File: src/rtl/isort_pkg.sv
// isort_pkg: shared types and constants for the insertion sorter
// no dependencies; used by the interfaces and every module of the block
`timescale 1ns / 1ps

package isort_pkg;

  // number of cells in the sorted store
  localparam int CAPACITY = 64;
  // fill count must hold the value CAPACITY itself
  localparam int CNT_W    = $clog2(CAPACITY + 1);

  typedef logic signed [31:0] value_t;
  typedef logic [CNT_W-1:0]   count_t;

  typedef enum logic [0:0] {
    ST_COLLECT,
    ST_EMIT
  } state_t;

  // controller to datapath
  typedef struct packed {
    logic insert;  // write the accepted word into the store
    logic drop;    // accepted word finds the store full
    logic emit;    // load the output register and shift the store down
  } cmd_t;

  // datapath to controller
  typedef struct packed {
    logic full;      // no room for another word
    logic one_left;  // a single entry remains to be emitted
  } status_t;

endpackage

File: src/rtl/isort_ctrl.sv
// isort_ctrl: state machine that sequences collection and emission
// depends on isort_pkg; drives the datapath through cmd_t, reads status_t
`timescale 1ns / 1ps

module isort_ctrl (
  input  logic                clk,
  input  logic                rst,
  input  logic                in_valid,
  input  logic                in_last,
  output logic                in_ready,
  input  logic                out_ready,
  output logic                out_valid,
  input  isort_pkg::status_t  status,
  output isort_pkg::cmd_t     cmd
);
  import isort_pkg::*;

  state_t state;
  state_t state_next;
  logic   out_valid_next;
  logic   accept;
  logic   emit_go;

  // handshake terms
  assign accept  = in_ready && in_valid;
  assign emit_go = !out_valid || out_ready;

  // state register and output valid flag
  always_ff @(posedge clk) begin
    if (rst) begin
      state     <= ST_COLLECT;
      out_valid <= 1'b0;
    end else begin
      state     <= state_next;
      out_valid <= out_valid_next;
    end
  end

  // next state
  always_comb begin
    state_next = state;
    case (state)
      ST_COLLECT: begin
        if (accept && in_last) begin
          state_next = ST_EMIT;
        end
      end
      ST_EMIT: begin
        if (emit_go && status.one_left) begin
          state_next = ST_COLLECT;
        end
      end
      default: state_next = ST_COLLECT;
    endcase
  end

  // outputs and datapath commands
  always_comb begin
    in_ready   = 1'b0;
    cmd.insert = 1'b0;
    cmd.drop   = 1'b0;
    cmd.emit   = 1'b0;
    case (state)
      ST_COLLECT: begin
        in_ready   = 1'b1;
        cmd.insert = accept && !status.full;
        cmd.drop   = accept && status.full;
      end
      ST_EMIT: begin
        cmd.emit = emit_go;
      end
      default: begin
        in_ready = 1'b0;
      end
    endcase
  end

  // output register holds a word until taken
  always_comb begin
    if (cmd.emit) begin
      out_valid_next = 1'b1;
    end else if (out_ready) begin
      out_valid_next = 1'b0;
    end else begin
      out_valid_next = out_valid;
    end
  end

endmodule

File: config.mk
export PLATFORM = sky130hd
export DESIGN_NAME = isort_ctrl
export DESIGN_NICKNAME = d
export VERILOG_FILES = /design/src/rtl/isort_pkg.sv /design/src/rtl/isort_ctrl.sv
export SDC_FILE = /design/constraint.sdc
export NUM_CORES = 1
export LEC_CHECK = 0
export BUFFER_PORTS_ARGS = -buffer_cell sky130_fd_sc_hd__buf_2
export CORE_AREA = 5 5 42 44
export CTS_BUF_LIST = sky130_fd_sc_hd__clkbuf_8
export CTS_CLUSTER_SIZE = 30
export DETAILED_ROUTE_END_ITERATION = 12
export DIE_AREA = 0 0 47 49
export PLACE_DENSITY = 0.32
export SYNTH_ARGS = -nofsm -noshare
export SYNTH_HDL_FRONTEND = slang
export SYNTH_SLANG_ARGS = --single-unit
File: constraint.sdc
create_clock -name clk -period 2.65 [get_ports clk]
set_clock_uncertainty 0.2 [all_clocks]
set_input_delay 0.53 -clock clk [delete_from_list [all_inputs] [get_ports clk]]
set_output_delay 0.53 -clock clk [all_outputs]
set_load 0.05 [all_outputs]
== Word level (Yosys, flattened, before mapping) ==
Index checks and enable logic that the tools add are counted.
Word-level totals
  register bits: 2
  output and inout port bits: 5
  logic and storage cells: 20
Operators by class
  multiplexer cells: 8
  bitwise gates (word level): 1
  reductions and logical operators: 9
Operators with widths (count)
  $mux 1: 6
  $logic_and 1x1->1: 5
  $logic_not 1->1: 2
  $mux 2: 1
  $pmux 1 s2: 1
  $reduce_bool 2->1: 1
  $logic_or 1x1->1: 1
  $not 1->1: 1

== Longest topological paths before layout ==
  word-level depth: 5
  mapped depth: 3

== Worst setup path after synthesis ==
No wires, ideal clock.
  path kind: input -> output
  from: input in_valid
  to: output cmd[2] in the netlist's numbering
  arrival: 1.676 ns
  slack: 0.244 ns
  stages: 1
  buffers on the path: 0
  path through: nor3b_1
Between the ends
  longest elaborated chain between the ends: 3
Ends and longest elaborated chain
  from (decl): RTL line isort_ctrl.sv:8  | input logic in_valid,
  $logic_and 1x1->1: RTL line isort_ctrl.sv:25  | assign accept = in_ready && in_valid;
  $logic_and 1x1->1: RTL line isort_ctrl.sv:66  | cmd.insert = accept && !status.full;
  $mux 2: RTL line isort_ctrl.sv:63  | case (state)
  to (decl): RTL line isort_ctrl.sv:14  | output isort_pkg::cmd_t cmd
No other way between the ends.

==> metrics.yaml <==
cts_tree: "yes"
synth_edf_count: 0
cts_buffers: 3
core_mm2: 0.001401
slowest_delay_ns: 0.21
synthCells: 11
ys_seq_elements: 2
drtIter0Drc: 0
synth-compound-area-share_pct: 17.86
row_count: 14
avgSynthCellArea_um2: 9.555
hold_viol: 0
gp_congestion: 0.7128
grt_max_degree: 6
critPathRequiredTime_ns: 1.92
crit_fanout: 3
clockPowerShare_pct: 62.8
diodes: 0
synth_top_area_cell: "dfxtp_1"
grt_pass1_wl_um: 683
synth_xor_area_share_pct: 0
antenna_found_initial: 0
num_vias: 134
setup_viol: 0
holdBufCountCts: 0
drive_gt1_share_pct: 66.67
fmax_ghz: 0.5297
synth_ff_type: "dfxtp_1"
cts.sinks: 2
drc: 0
ys_types: 9
reg2reg_from: "out_valid"
crit_chain: "buf_2 -> nand2b_4 -> and2_2 -> buf_2"
antenna_left: 0
vias_per_cell: 3.350
status: "finished clean"
fin_tns_setup_ns: 0
areaGrowthSynthToFinish_pct: 103.6
grt_usage_pct: 4.708
power_density_mw_per_mm2: 871.3
ys_top_cells_by_area: "dfxtp_1, nand2b_4, a21oi_1, a311oi_1, and2_2"
ys_seq_area_share_pct: 38.10
whs_endpoint: "out_valid"
synthMuxAreaShare_pct: 0
synthArstFlopShare_pct: 0
root_buffer: "clkbuf_8"
synth_top_family_by_area: "simple AND/OR/NAND/NOR gates"
nets: 33
r2r_end: "state"
placed_cell_area_um2: 172.7
min-delay-start: "rst"
stdcell_area_um2: 214.0
crit_type: "primary input to primary output"
clk_pin_slew_ns: 0.03
cts_resized: 0
die_h_um: 49
pwr-share-seq_pct: 18.6
ys_warn_count: 0
grt_overflow_total: 0
h-tree-depth: 1
netlist_area_um2: 105.1
layout_min_cycle_time_ns: 1.888
final_cells: 40
cts_setup_buffers: 0
cts_max_path_buffers: 2
holdPathStages: 2
p_leak_nw: 0.1073
crit_family: "simple AND/OR/NAND/NOR gates"
relSlewSlack_pct: 83.09
p_comb_share_pct: 18.5
yosys.area.top_type_share_pct: 38.10
hold_path_class: "primary input to flop"
rsz0062_at_grt: "no"
p_int_mw: 0.1387
synth_common_cells: "a21oi_1, dfxtp_1"
maxSlewViolCount: 0
clk_latency_ns: 0.21
finalCritPeriodShare_pct: 71.25
worstMarginPinSlew_ns: 0.2554
routed_wl_um: 407
critPathCaptureType: "primary output"
firstDrtPassIters: 1
die-area_mm2: 0.002303
die_x_um: 47
dp.cells: 37
netSwitchingFraction_pct: 25.60
start_kind: "primary input"
syn-num-nets: 18
reg2reg_depth: 2
start_util_pct: 7.500
routedWlPerCell_um: 10.18
p_sw_mw: 0.04773
r2r_slack_ns: 1.68
crit_top_cell: "buf_2"
slowest_stage: "buf_2"
portBuffers: 11
cp.arrival_ns: 1.16
synthSimpleGateAreaFrac_pct: 33.33
num_io_pins: 12
synthAdderAreaFrac_pct: 0
drv_cap: 0
grt_pass1_vias: 150
vdd_drop_max_mv: 0.1963
crit_buf_inv: 2
layout make-up:
type / count / area [um2]
Inverter: 1 / 3.754
Sequential cell: 2 / 40.04
Timing Repair Buffer: 11 / 55.05
Clock buffer: 3 / 41.29
Multi-Input combinational cell: 7 / 53.80
Fill cell: 168 / 1187
Tap cell: 16 / 20.02
worst max path at each step:
stage / start / endpoint / slack (ns) / depth (start not counted)
after floorplan: in_valid / cmd[2] / 0.24 / 1
after global placement: out_ready / cmd[0] / 0.77 / 4
after detailed placement: out_ready / cmd[0] / 0.76 / 4
after CTS: out_ready / cmd[0] / 0.76 / 4
after global routing: out_ready / cmd[0] / 0.74 / 4
final: out_ready / cmd[0] / 0.76 / 4
state kept, by name (all words and copies together), names as in the netlist:
| name | count |
|---|---|
| out_valid | 1 |
| state | 1 |
per-layer routing:
layer  vias up  track usage, %  part of all wire, %  wire (um)
met5         -               0                    0          0
met4         0           4.147                  2.5         10
met3         2           5.535                   23         93
met2        14           3.394                   22         89
met1        54           6.114                   52        213
li1         64               -                    -          -
cell families after synthesis:
group,count (synthesis)
AO/OA/AOI/OAI,3
AND/OR/NAND/NOR,4
buffers and inverters,2
flip-flops,2
layout by cell type (no fill, tap or decap), drive strengths merged:
cell | synthesis | layout
a311oi | 1 | 1
nor3b | 1 | 1
buf | 1 | 11
inv | 1 | 1
and3 | 1 | 1
a21oi | 2 | 2
nand2b | 1 | 1
and2 | 1 | 1
dfxtp | 2 | 2
clkbuf | 0 | 3
power by group through the flow:
stage	Combinational (mW)	Sequential [mW]	Clock (mW)
2_1_floorplan	0.0224	0.0378	0
4_1_cts	0.0349	0.0347	0.121
3_5_place_dp	0.0349	0.0350	0
6_report	0.0346	0.0347	0.117
5_1_grt	0.0370	0.0350	0.124
3_3_place_gp	0.0346	0.0348	0
through the flow:
stage	power [mW]	utilization, %	setup WS [ns]	hold slack [ns]
floorplan	0.06019	-	0.2444	0.2805
global placement	0.06947	12.32	0.7717	0.2966
detailed placement	0.06995	12.32	0.7648	0.3127
CTS	0.1908	15.27	0.7648	0.2923
global route	0.1957	15.27	0.7394	0.3050
finish	0.1864	15.27	0.7620	0.2942
Power figures use the tool's default switching activity.
